===== config.mk =====
export PLATFORM = sky130hd
export DESIGN_NAME = closest_pair_sum_search_top
export DESIGN_NICKNAME = d
export VERILOG_FILES = /design/src/rtl/cps_pkg.sv /design/src/rtl/cps_ctrl.sv /design/src/rtl/cps_dp.sv /design/src/rtl/closest_pair_sum_search_top.sv
export SDC_FILE = /design/constraint.sdc
export NUM_CORES = 2
export LEC_CHECK = 0
export BUFFER_PORTS_ARGS = -buffer_cell sky130_fd_sc_hd__buf_2
export CAP_MARGIN = 20
export CELL_PAD_IN_SITES_DETAIL_PLACEMENT = 1
export CELL_PAD_IN_SITES_GLOBAL_PLACEMENT = 1
export CORE_MARGIN = 10
export CORE_UTILIZATION = 35
export CTS_CLUSTER_SIZE = 10
export DETAILED_ROUTE_END_ITERATION = 10
export GPL_ROUTABILITY_DRIVEN = 0
export HOLD_SLACK_MARGIN = 0.12
export PLACE_DENSITY_LB_ADDON = 0.1
export SLEW_MARGIN = 0
export SYNTH_ARGS = -nofsm -noshare
export SYNTH_HDL_FRONTEND = slang
export SYNTH_SLANG_ARGS = --single-unit

===== constraint.sdc =====
create_clock -name i_clk -period 7 [get_ports i_clk]
set_input_delay 2.1 -clock i_clk [delete_from_list [all_inputs] [get_ports i_clk]]
set_output_delay 2.1 -clock i_clk [all_outputs]
set_load 0.005 [all_outputs]

===== src/rtl/cps_pkg.sv =====
// ----------------------------------------------------------------------------
// cps_pkg
// Shared types and constants for the closest pair sum search block.
// ----------------------------------------------------------------------------
`default_nettype none

package cps_pkg;

    localparam int MAX_ITEMS_DEF = 64;
    localparam int DATA_W        = 32;
    localparam int SUM_W         = DATA_W + 1;
    localparam int DIFF_W        = DATA_W + 2;

    typedef struct packed {
        logic take;     // input request accepted
        logic ins_rd;   // insertion: read neighbor or place at head
        logic ins_cmp;  // insertion: compare and shift or place
        logic fin;      // set complete: start scan or flag invalid
        logic sc_rd;    // scan: read both ends
        logic sc_diff;  // scan: sum minus target
        logic sc_eval;  // scan: keep best, step pointers
        logic out_ack;  // result request taken
    } t_cmd;

    typedef struct packed {
        logic room;
        logic p_zero;
        logic gt;
        logic last;
        logic few;
        logic scan_end;
    } t_sts;

endpackage

`default_nettype wire


===== src/rtl/cps_ctrl.sv =====
// ----------------------------------------------------------------------------
// cps_ctrl
// Sequencer: load with insertion sort, then two-pointer scan, then result.
// ----------------------------------------------------------------------------
`default_nettype none

module cps_ctrl (
    input  wire logic          i_clk,
    input  wire logic          i_rst_n,
    input  wire logic          i_in_valid,
    input  wire logic          i_in_last,
    output logic               o_in_ready,
    output logic               o_out_valid,
    input  wire logic          i_out_ready,
    input  wire cps_pkg::t_sts i_sts,
    output cps_pkg::t_cmd      o_cmd
);
    import cps_pkg::*;

    localparam logic [2:0] S_LOAD    = 3'd0;
    localparam logic [2:0] S_INS_RD  = 3'd1;
    localparam logic [2:0] S_INS_CMP = 3'd2;
    localparam logic [2:0] S_FIN     = 3'd3;
    localparam logic [2:0] S_SC_RD   = 3'd4;
    localparam logic [2:0] S_SC_DIFF = 3'd5;
    localparam logic [2:0] S_SC_EVAL = 3'd6;
    localparam logic [2:0] S_OUT     = 3'd7;

    logic [2:0] r_state;
    logic [2:0] n_state;

    assign o_in_ready  = (r_state == S_LOAD);
    assign o_out_valid = (r_state == S_OUT);

    always_comb begin
        n_state = r_state;
        o_cmd   = '0;
        unique case (r_state)
            S_LOAD: begin
                if (i_in_valid) begin
                    o_cmd.take = 1'b1;
                    if (i_sts.room) n_state = S_INS_RD;
                    else if (i_in_last) n_state = S_FIN;
                end
            end
            S_INS_RD: begin
                o_cmd.ins_rd = 1'b1;
                if (!i_sts.p_zero) n_state = S_INS_CMP;
                else n_state = i_sts.last ? S_FIN : S_LOAD;
            end
            S_INS_CMP: begin
                o_cmd.ins_cmp = 1'b1;
                if (i_sts.gt) n_state = S_INS_RD;
                else n_state = i_sts.last ? S_FIN : S_LOAD;
            end
            S_FIN: begin
                o_cmd.fin = 1'b1;
                n_state = i_sts.few ? S_OUT : S_SC_RD;
            end
            S_SC_RD: begin
                o_cmd.sc_rd = 1'b1;
                n_state = S_SC_DIFF;
            end
            S_SC_DIFF: begin
                o_cmd.sc_diff = 1'b1;
                n_state = S_SC_EVAL;
            end
            S_SC_EVAL: begin
                o_cmd.sc_eval = 1'b1;
                n_state = i_sts.scan_end ? S_OUT : S_SC_RD;
            end
            S_OUT: begin
                if (i_out_ready) begin
                    o_cmd.out_ack = 1'b1;
                    n_state = S_LOAD;
                end
            end
            default: n_state = S_LOAD;
        endcase
    end

    always_ff @(posedge i_clk) begin
        if (!i_rst_n) r_state <= S_LOAD;
        else r_state <= n_state;
    end

endmodule

`default_nettype wire


===== src/rtl/cps_dp.sv =====
// ----------------------------------------------------------------------------
// cps_dp
// Value store, insertion shift path, scan pointers and best-pair registers.
// ----------------------------------------------------------------------------
`default_nettype none

module cps_dp #(
    parameter int MAX_ITEMS = cps_pkg::MAX_ITEMS_DEF
) (
    input  wire logic                          i_clk,
    input  wire logic                          i_rst_n,
    input  wire logic [cps_pkg::DATA_W-1:0]    i_elem,
    input  wire logic                          i_last,
    input  wire logic                          i_cfg_we,
    input  wire logic [cps_pkg::DATA_W-1:0]    i_cfg_data,
    input  wire cps_pkg::t_cmd                 i_cmd,
    output cps_pkg::t_sts                      o_sts,
    output logic [cps_pkg::DATA_W-1:0]         o_lo,
    output logic [cps_pkg::DATA_W-1:0]         o_hi,
    output logic                               o_pv
);
    import cps_pkg::*;

    localparam int AW = $clog2(MAX_ITEMS);
    localparam int CW = $clog2(MAX_ITEMS + 1);

    logic [DATA_W-1:0] mem [MAX_ITEMS];

    logic [CW-1:0]       r_count;
    logic [AW-1:0]       r_p;
    logic [AW-1:0]       r_a;
    logic [AW-1:0]       r_b;
    logic [DATA_W-1:0]   r_val;
    logic                r_last;
    logic [DATA_W-1:0]   r_tgt;
    logic [DATA_W-1:0]   r_rd0;
    logic [DATA_W-1:0]   r_rd1;
    logic [DATA_W-1:0]   r_ca;
    logic [DATA_W-1:0]   r_cb;
    logic [DIFF_W-1:0]   r_diff;
    logic [DIFF_W-1:0]   r_best;
    logic                r_have;
    logic [DATA_W-1:0]   r_lo;
    logic [DATA_W-1:0]   r_hi;

    logic [AW-1:0]       addr0;
    logic                we;
    logic [AW-1:0]       waddr;
    logic [DATA_W-1:0]   wdata;
    logic [SUM_W-1:0]    sum;
    logic [DIFF_W-1:0]   diff;
    logic [DIFF_W-1:0]   absd;
    logic                upd;

    assign o_sts.room     = (r_count < CW'(MAX_ITEMS));
    assign o_sts.p_zero   = (r_p == '0);
    assign o_sts.gt       = ($signed(r_rd0) > $signed(r_val));
    assign o_sts.last     = r_last;
    assign o_sts.few      = (r_count < CW'(2));
    assign o_sts.scan_end = (r_diff == '0) || ((r_b - r_a) == AW'(1));

    assign sum  = {r_rd0[DATA_W-1], r_rd0} + {r_rd1[DATA_W-1], r_rd1};
    assign diff = {sum[SUM_W-1], sum} - {{2{r_tgt[DATA_W-1]}}, r_tgt};
    assign absd = r_diff[DIFF_W-1] ? (~r_diff + DIFF_W'(1)) : r_diff;
    assign upd  = !r_have || (absd < r_best);

    always_comb begin
        addr0 = r_a;
        we    = 1'b0;
        waddr = r_p;
        wdata = r_val;
        if (i_cmd.ins_rd) begin
            if (r_p == '0) we = 1'b1;
            else addr0 = r_p - AW'(1);
        end
        if (i_cmd.ins_cmp) begin
            we = 1'b1;
            if ($signed(r_rd0) > $signed(r_val)) wdata = r_rd0;
        end
    end

    always_ff @(posedge i_clk) begin
        if (we) mem[waddr] <= wdata;
        r_rd0 <= mem[addr0];
        r_rd1 <= mem[r_b];
    end

    always_ff @(posedge i_clk) begin
        if (!i_rst_n) begin
            r_count <= '0;
            r_tgt   <= '0;
            r_have  <= 1'b0;
            r_last  <= 1'b0;
        end else begin
            if (i_cfg_we) r_tgt <= i_cfg_data;
            if (i_cmd.take) begin
                r_val  <= i_elem;
                r_last <= i_last;
                r_p    <= r_count[AW-1:0];
            end
            if (i_cmd.ins_rd && r_p == '0) r_count <= r_count + CW'(1);
            if (i_cmd.ins_cmp) begin
                if ($signed(r_rd0) > $signed(r_val)) r_p <= r_p - AW'(1);
                else r_count <= r_count + CW'(1);
            end
            if (i_cmd.fin) begin
                r_a     <= '0;
                r_b     <= AW'(r_count - CW'(1));
                r_have  <= 1'b0;
                r_count <= '0;
                if (r_count < CW'(2)) begin
                    o_lo <= '0;
                    o_hi <= '0;
                    o_pv <= 1'b0;
                end
            end
            if (i_cmd.sc_diff) begin
                r_diff <= diff;
                r_ca   <= r_rd0;
                r_cb   <= r_rd1;
            end
            if (i_cmd.sc_eval) begin
                if (upd) begin
                    r_have <= 1'b1;
                    r_best <= absd;
                    r_lo   <= r_ca;
                    r_hi   <= r_cb;
                end
                if (r_diff[DIFF_W-1]) r_a <= r_a + AW'(1);
                else r_b <= r_b - AW'(1);
                if (o_sts.scan_end) begin
                    o_lo <= upd ? r_ca : r_lo;
                    o_hi <= upd ? r_cb : r_hi;
                    o_pv <= 1'b1;
                end
            end
        end
    end

endmodule

`default_nettype wire


===== src/rtl/closest_pair_sum_search_top.sv =====
// ----------------------------------------------------------------------------
// closest_pair_sum_search_top
// Closest two-element sum to a target: sorted load, two-pointer scan.
//
// channel  dir  signals                         content
// s_axis   in   tvalid tready tdata tlast       element, last mark
// m_axis   out  tvalid tready tdata tuser       pair_low/pair_high, pair_valid
// cfg      in   i_cfg_valid o_cfg_ready data    target_sum
//
// Each value is insertion-sorted on arrival: once it is taken, the store
// reads one neighbor per step and shifts it up while it is greater, then
// writes the value in its place or at the head.
// After the last value, a start state sets up the scan; each scan step reads
// both ends, subtracts the target and keeps the best, at most n-1 steps.
// Reset clears the count and target; the store needs no clearing.
// Input is stalled while a value is inserted, and from the last value
// until the result request is taken.
// ----------------------------------------------------------------------------
`default_nettype none

module closest_pair_sum_search_top #(
    parameter int MAX_ITEMS = cps_pkg::MAX_ITEMS_DEF
) (
    input  wire logic                            i_clk,
    input  wire logic                            i_rst_n,
    input  wire logic                            s_axis_tvalid,
    output logic                                 s_axis_tready,
    input  wire logic [cps_pkg::DATA_W-1:0]      s_axis_tdata,  // [31:0] element
    input  wire logic                            s_axis_tlast,
    output logic                                 m_axis_tvalid,
    input  wire logic                            m_axis_tready,
    output logic [2*cps_pkg::DATA_W-1:0]         m_axis_tdata,  // [31:0] low, [63:32] high
    output logic                                 m_axis_tuser,  // [0] pair_valid
    input  wire logic                            i_cfg_valid,
    output logic                                 o_cfg_ready,
    input  wire logic [cps_pkg::DATA_W-1:0]      i_cfg_data
);
    import cps_pkg::*;

    t_cmd cmd;
    t_sts sts;
    logic [DATA_W-1:0] lo;
    logic [DATA_W-1:0] hi;

    assign o_cfg_ready  = 1'b1;
    assign m_axis_tdata = {hi, lo};

    cps_ctrl u_ctrl (
        .i_clk       (i_clk),
        .i_rst_n     (i_rst_n),
        .i_in_valid  (s_axis_tvalid),
        .i_in_last   (s_axis_tlast),
        .o_in_ready  (s_axis_tready),
        .o_out_valid (m_axis_tvalid),
        .i_out_ready (m_axis_tready),
        .i_sts       (sts),
        .o_cmd       (cmd)
    );

    cps_dp #(.MAX_ITEMS(MAX_ITEMS)) u_dp (
        .i_clk      (i_clk),
        .i_rst_n    (i_rst_n),
        .i_elem     (s_axis_tdata),
        .i_last     (s_axis_tlast),
        .i_cfg_we   (i_cfg_valid),
        .i_cfg_data (i_cfg_data),
        .i_cmd      (cmd),
        .o_sts      (sts),
        .o_lo       (lo),
        .o_hi       (hi),
        .o_pv       (m_axis_tuser)
    );

    a_excl: assert property (@(posedge i_clk) disable iff (!i_rst_n)
        !(s_axis_tready && m_axis_tvalid))
        else $error("input ready while result pending");

    a_inv_zero: assert property (@(posedge i_clk) disable iff (!i_rst_n)
        (m_axis_tvalid && !m_axis_tuser) |-> (m_axis_tdata == '0))
        else $error("invalid result with nonzero data");

    a_order: assert property (@(posedge i_clk) disable iff (!i_rst_n)
        (m_axis_tvalid && m_axis_tuser) |->
        ($signed(m_axis_tdata[DATA_W-1:0]) <= $signed(m_axis_tdata[2*DATA_W-1:DATA_W])))
        else $error("pair out of order");

    a_resume: assert property (@(posedge i_clk) disable iff (!i_rst_n)
        (m_axis_tvalid && m_axis_tready) |=> s_axis_tready)
        else $error("no return to load");

endmodule

`default_nettype wire


## Word-level counts from Yosys, hierarchy flattened

Memory sizes are Yosys's and may differ from the RTL's. A register that Yosys moved wholly into a read port is not among the register bits.
Index checks and enable logic that the tools add are counted.

- Bits in registers: 355
- Bits in writable memories: 2048
- Input port bits: 70
- Output and inout port bits: 68
- Word-level logic and storage cells: 114
- Memories: 1

- Add/sub/neg operators: 9
- $lt $le $gt $ge: 4
- Equal/unequal tests: 11
- Muxes and demuxes: 56
- Bitwise gates (word level): 2
- Reductions and logical operators: 13

Memories:

| name | depth | width | read ports | clocked after memory_dff | write ports | line | text |
|---|---|---|---|---|---|---|---|
| u_dp.mem | 64 | 32 | 2 | 2 | 1 | cps_dp.sv:27 | `logic [DATA_W-1:0] mem [MAX_ITEMS];` |

Operator list:

| operator | count |
|---|---|
| $mux W32 | 12 |
| $mux W6 | 11 |
| $add A34 B1 Y34 const B | 1 |
| $logic_not A34 Y1 | 1 |
| $lt A34 B34 Y1 | 1 |
| $mux W34 | 1 |
| $not A34 Y34 | 1 |
| $sub A33 B32 Y34 | 1 |
| $add A32 B32 Y33 | 1 |
| $gt A32 B32 Y1 | 1 |
| $pmux W3 S8 | 1 |
| $mux W7 | 3 |
| $mux W1 | 19 |
| $mux W3 | 6 |
| $sub A6 B1 Y6 const B | 3 |
| $eq A3 B3 Y1 const B | 4 |
| $add A7 B1 Y7 const B | 1 |
| $lt A7 B2 Y1 const B | 1 |
| $lt A7 B7 Y1 const B | 1 |
| $add A6 B1 Y6 const B | 1 |
| $eq A3 B2 Y1 const B | 2 |
| $eq A6 B1 Y1 const B | 1 |
| $logic_not A6 Y1 | 1 |
| $mux W2 | 3 |
| other kinds (13) | 17 |

## Depth between registers and ports, before layout

- Word-level depth: 8
- Mapped depth: 20
- Gate-level depth less buffers: 18

## By module

Synthesis repeated with hierarchy kept, for this count alone.

- Cell total of the unflattened synthesis: 7408
- Area total of the unflattened synthesis: 115585.9 um^2

Modules (own cells, without submodules):

| module | times used | cells an instance | area an instance (um^2) | seq. area each (um^2) |
|---|---|---|---|---|
| cps_dp | 1 | 7366 | 115259.3 | 72940.0 |
| cps_ctrl | 1 | 40 | 315.3 | 60.1 |
| closest_pair_sum_search_top | 1 | 2 | 11.3 | 0.0 |

## Least setup slack after synthesis

Ideal clock, no wire load.

- Path type: flip-flop to flip-flop
- Start point: register u_dp.r_val[21]
- End point: memory u_dp.mem[0][0], data pin
- Setup time: 0.702 ns
- Arrival: 4.979 ns
- Required time: 6.298 ns
- Path slack: 1.320 ns
- Cell stages (with the launch flop): 12
- Path buffers: 2
- Cells stage by stage: edfxtp_1 -> inv_1 -> ha_1 -> a21o_1 -> a21o_1 -> a211o_1 -> a211oi_1 -> a21oi_1 -> nand4b_1 -> clkbuf_1 -> clkbuf_1 -> o21ai_0

- Cells in the longest elaborated chain, start to end: 3

RTL lines:

| element | line | text |
|---|---|---|
| start, declared | cps_dp.sv:33 | `logic [DATA_W-1:0] r_val;` |
| start signal, assigned | cps_dp.sv:97 | `r_val <= i_elem;` |
| $gt A32 B32 Y1 | cps_dp.sv:78 | `if ($signed(r_rd0) > $signed(r_val)) wdata = r_rd0;` |
| $mux W32 | cps_dp.sv:78 |  |
| $mux W32 | cps_dp.sv:76 | `if (i_cmd.ins_cmp) begin` |
| net u_dp.wdata[0] | cps_dp.sv:49 | `logic [DATA_W-1:0] wdata;` |
| end, declared | cps_dp.sv:27 |  |

The timed path passes the listed nets, and every way through them passes these cells.

## Final worst setup path

- Start point: register u_dp.r_val[31]
- End point: memory u_dp.mem[36][16], data pin

Same word-level chain as after synthesis.

==> flow_summary.toml <==
[sta]
finalWorstPathRequiredPeriod_ps = 5840
rsz0062_at_grt = "no"
setup_viol = 0
hold_violations = 0
final_max_slew_viol_count = 0
fin_tns_setup_ps = 0
relSlewSlack = 0.174
fin_skew_ps = 46.8
max_freq_mhz = 171
fin_crit_sh = 0.834
worst_pin_slew_ps = 1240

[route]
wl_met1_microns = 198000
wl_per_cell_microns = 41.9
drt_iter0_drc = 9720
route.vias.total = 72700
drt-pass1-iter-count = 7
dr_wl_met3_microns = 43700
antenna_left = 0
drc = 0
routed_wirelength_microns = 481000
vias_per_cell = 6.35
wl_met2_microns = 221000
top_layer_used = "met5"

[synth]
seq_area_frac_synth = 0.640
synth-async-reset-ratio = 0
synthCells = 6616
syn-mean-instance-area_sq_um = 17.2
ys_seq_elements = 2467
synth_warnings = 0
syn_area_sq_um = 114000
syn_nets = 6829
synth_enable_flop_cells = 2359
synth-main-ff-cell = "edfxtp_1"
synth_cell_types = 80

[finish]
final_cell_count_no_fill = 11500
drive_gt1_frac = 0.272
num-nets-final = 7146
multiInputGateArea_sq_um = 39200
nFillCells = 31400
register_area_sq_um = 73000
syn_to_final_growth_pct = 15.4

[setup_path]
critPathKind = "reg2reg"
crit_fanout = 41
path_common_cell = "buf_12"
crit_path_max_incr_delay_ps = 900
crit_arrival_ps = 6530
cp_slowest_cell = "nor4_1"
end_kind = "register"
path_cells = "inv_1 -> ha_1 -> nand4_1 -> nor4_1 -> nand2_1 -> a31o_2 -> nand3_1 -> nand4b_1 -> buf_12 -> buf_12 -> o21ai_4 -> buf_4"
critPathLaunchType = "register"
required_ps = 7700

[clocking]
clockBufferDepth = 4
cts_hold_buf = 0
cts_setup_buffers = 0
h-tree-depth = 5
path_clk_slew_ps = 60
cts_resized = 0
cts.sinks = 2467
clock_latency_ps = 910
numCtsBuffers = 302
cts_tree = "yes"
root_buffer = "clkbuf_16"

[outcome]
run_status = "completed"

[grt]
grt.total_usage = 0.266
antenna_found_initial = 48
grt_pass1_wl_microns = 646000
grt_pass1_vias = 72900
grt_max_degree = 103
grt.overflow.total = 0

[floorplan]
rows = 209
core_area_sq_um = 324000
dieWidth_microns = 591
io_pins = 138
dieArea_sq_um = 349000
die_h_microns = 591
start_util = 0.352

[run]
drv_cap = 0

[place]
dpl.cell_count = 11000
port_buffers = 136
post-dp-hpwl_microns = 293000

[min_path]
hp-class = "reg2reg"

[power]
power_density_nw_per_um2 = 310
ir_worst_vdd_mv = 0.205
leakagePower_nw = 43.1
[sequential cells by signal, indices dropped and copies added (netlist names), 3 cells and up]
name and count:
u_dp.r_best 34, u_dp.r_val 32, u_dp.r_hi 32, u_dp.r_diff 34
u_dp.r_rd0 32, u_dp.r_tgt 32, u_dp.mem 2048, u_dp.r_ca 32
u_dp.r_count 7, u_dp.r_b 6, u_dp.o_lo 32, u_dp.r_a 6
u_dp.r_rd1 32, u_dp.r_lo 32, u_ctrl.r_state 3, u_dp.r_p 6
u_dp.r_cb 32, u_dp.o_hi 32
[critical path, delay by kind of cell, from the launching register on]
kind            cells  cell delay [ps]
flops               1              600
simple gates        5             2210
buf+inv             4             1220
fa+ha+maj           1              380
compound gates      2             1110
[cell usage after synthesis (8+ instances only)]
cell type / n / area share
o21a_1: 9 / 0.00059
inv_1: 223 / 0.0073
nor3_1: 75 / 0.0033
mux2_2: 173 / 0.017
nand3_1: 29 / 0.0013
edfxtp_1: 2359 / 0.62
buf_4: 30 / 0.0020
xor2_1: 15 / 0.0012
o22ai_1: 120 / 0.0066
o221ai_1: 118 / 0.0091
buf_6: 12 / 0.0012
or3_1: 9 / 0.00049
and2_1: 13 / 0.00071
buf_1: 53 / 0.0017
a21oi_1: 341 / 0.015
clkbuf_1: 189 / 0.0062
o21ai_0: 184 / 0.0081
a22o_1: 64 / 0.0049
nor2b_1: 46 / 0.0025
a22oi_1: 258 / 0.017
a21o_1: 31 / 0.0020
nor2_1: 197 / 0.0065
nand2_1: 106 / 0.0035
nand2b_1: 12 / 0.00066
fa_1: 33 / 0.0058
buf_2: 162 / 0.0071
nand4_1: 82 / 0.0045
or2_1: 32 / 0.0018
a211oi_1: 46 / 0.0030
o21ai_1: 8 / 0.00035
o31ai_1: 10 / 0.00066
dfxtp_1: 108 / 0.019
xnor2_1: 63 / 0.0048
ha_1: 110 / 0.012
mux4_2: 813 / 0.16
mux2i_1: 384 / 0.034
[logic make-up (layout without fill, tap and decap cells)]
| group | Yosys count | in the layout | share of synthesized area |
|---|---|---|---|
| compound gates | 1238 | 1238 | 0.0709 |
| buf+inv | 671 | 1188 | 0.0256 |
| simple gates | 648 | 648 | 0.0285 |
| other cells | 1 | 7 | 0.0000329 |
| mux | 1370 | 1370 | 0.211 |
| fa+ha+maj | 143 | 143 | 0.0179 |
| flops | 2467 | 2467 | 0.640 |
| xor+xnor | 78 | 78 | 0.00599 |
[layout make-up]
cell class	instances	area share
Tap cell	4325	0.0411
Clock buffer	445	0.0633
Inverter	224	0.00639
Clock inverter	59	0.00398
Timing Repair Buffer	460	0.0331
Antenna cell	6	0.000114
Multi-Input combinational cell	3478	0.297
Sequential cell	2467	0.555
[where the power goes]
| group | internal [W] | switching (W) | leakage [nW] |
|---|---|---|---|
| Sequential | 0.0169 | 0.000421 | 22.2 |
| Combinational | 0.00324 | 0.00562 | 16.7 |
| Clock | 0.00827 | 0.00634 | 4.27 |
| Total | 0.0284 | 0.0124 | 43.1 |
[layout by cell type (no fill, tap or decap), types with 79 or more instances in the layout]
master and instances:
buf_4 226, clkbuf_16 309, o221ai_1 118, buf_2 135
nand2_1 106, mux2i_1 384, buf_12 94, edfxtp_1 2359
nor2_4 79, nand4_1 82, o22ai_1 120, mux4_2 813
mux2_2 173, o21ai_0 152, dfxtp_1 108, inv_1 223
nor2_1 124, a22oi_1 258, clkbuf_1 127, ha_1 110
a21oi_1 339
[stage by stage]
| stage | utilization | hold slack [ps] | setup WS [ps] | cell area [sq um] | power [W] |
|---|---|---|---|---|---|
| 2_1_floorplan | - | 408 | 1320 | 114000 | 0.0228 |
| 3_3_place_gp | 0.378 | 420 | 1370 | 123000 | 0.0264 |
| 3_5_place_dp | 0.378 | 419 | 1220 | 123000 | 0.0264 |
| 4_1_cts | 0.406 | 426 | 1130 | 132000 | 0.0410 |
| 5_1_grt | 0.406 | 442 | 861 | 132000 | 0.0422 |
| 6_report | 0.406 | 421 | 1160 | 132000 | 0.0408 |
[worst paths after layout]
| check | to | slack (ps) | cells past startpoint | from |
|---|---|---|---|---|
| worst max-delay path | u_dp.mem[36][16]$_DFFE_PP_ | 1160 | 12 | u_dp.r_val[31]$_DFFE_PP_ |
| worst min-delay path | u_dp.r_cb[13]$_DFFE_PP_ | 420 | 0 | u_dp.r_rd1[13]$_DFF_P_ |
| worst max register to register | u_dp.mem[36][16]$_DFFE_PP_ | 1160 | 12 | u_dp.r_val[31]$_DFFE_PP_ |
| worst min register to register | u_dp.r_cb[13]$_DFFE_PP_ | 420 | 0 | u_dp.r_rd1[13]$_DFF_P_ |
[routing by layer]
| layer | global-route usage | vias up |
|---|---|---|
| met5 | 0 | - |
| met4 | 0.0859 | 10 |
| met3 | 0.0583 | 816 |
| met2 | 0.421 | 3774 |
| met1 | 0.367 | 40000 |
| li1 | - | 28100 |
(Power assumes the default switching activity.)
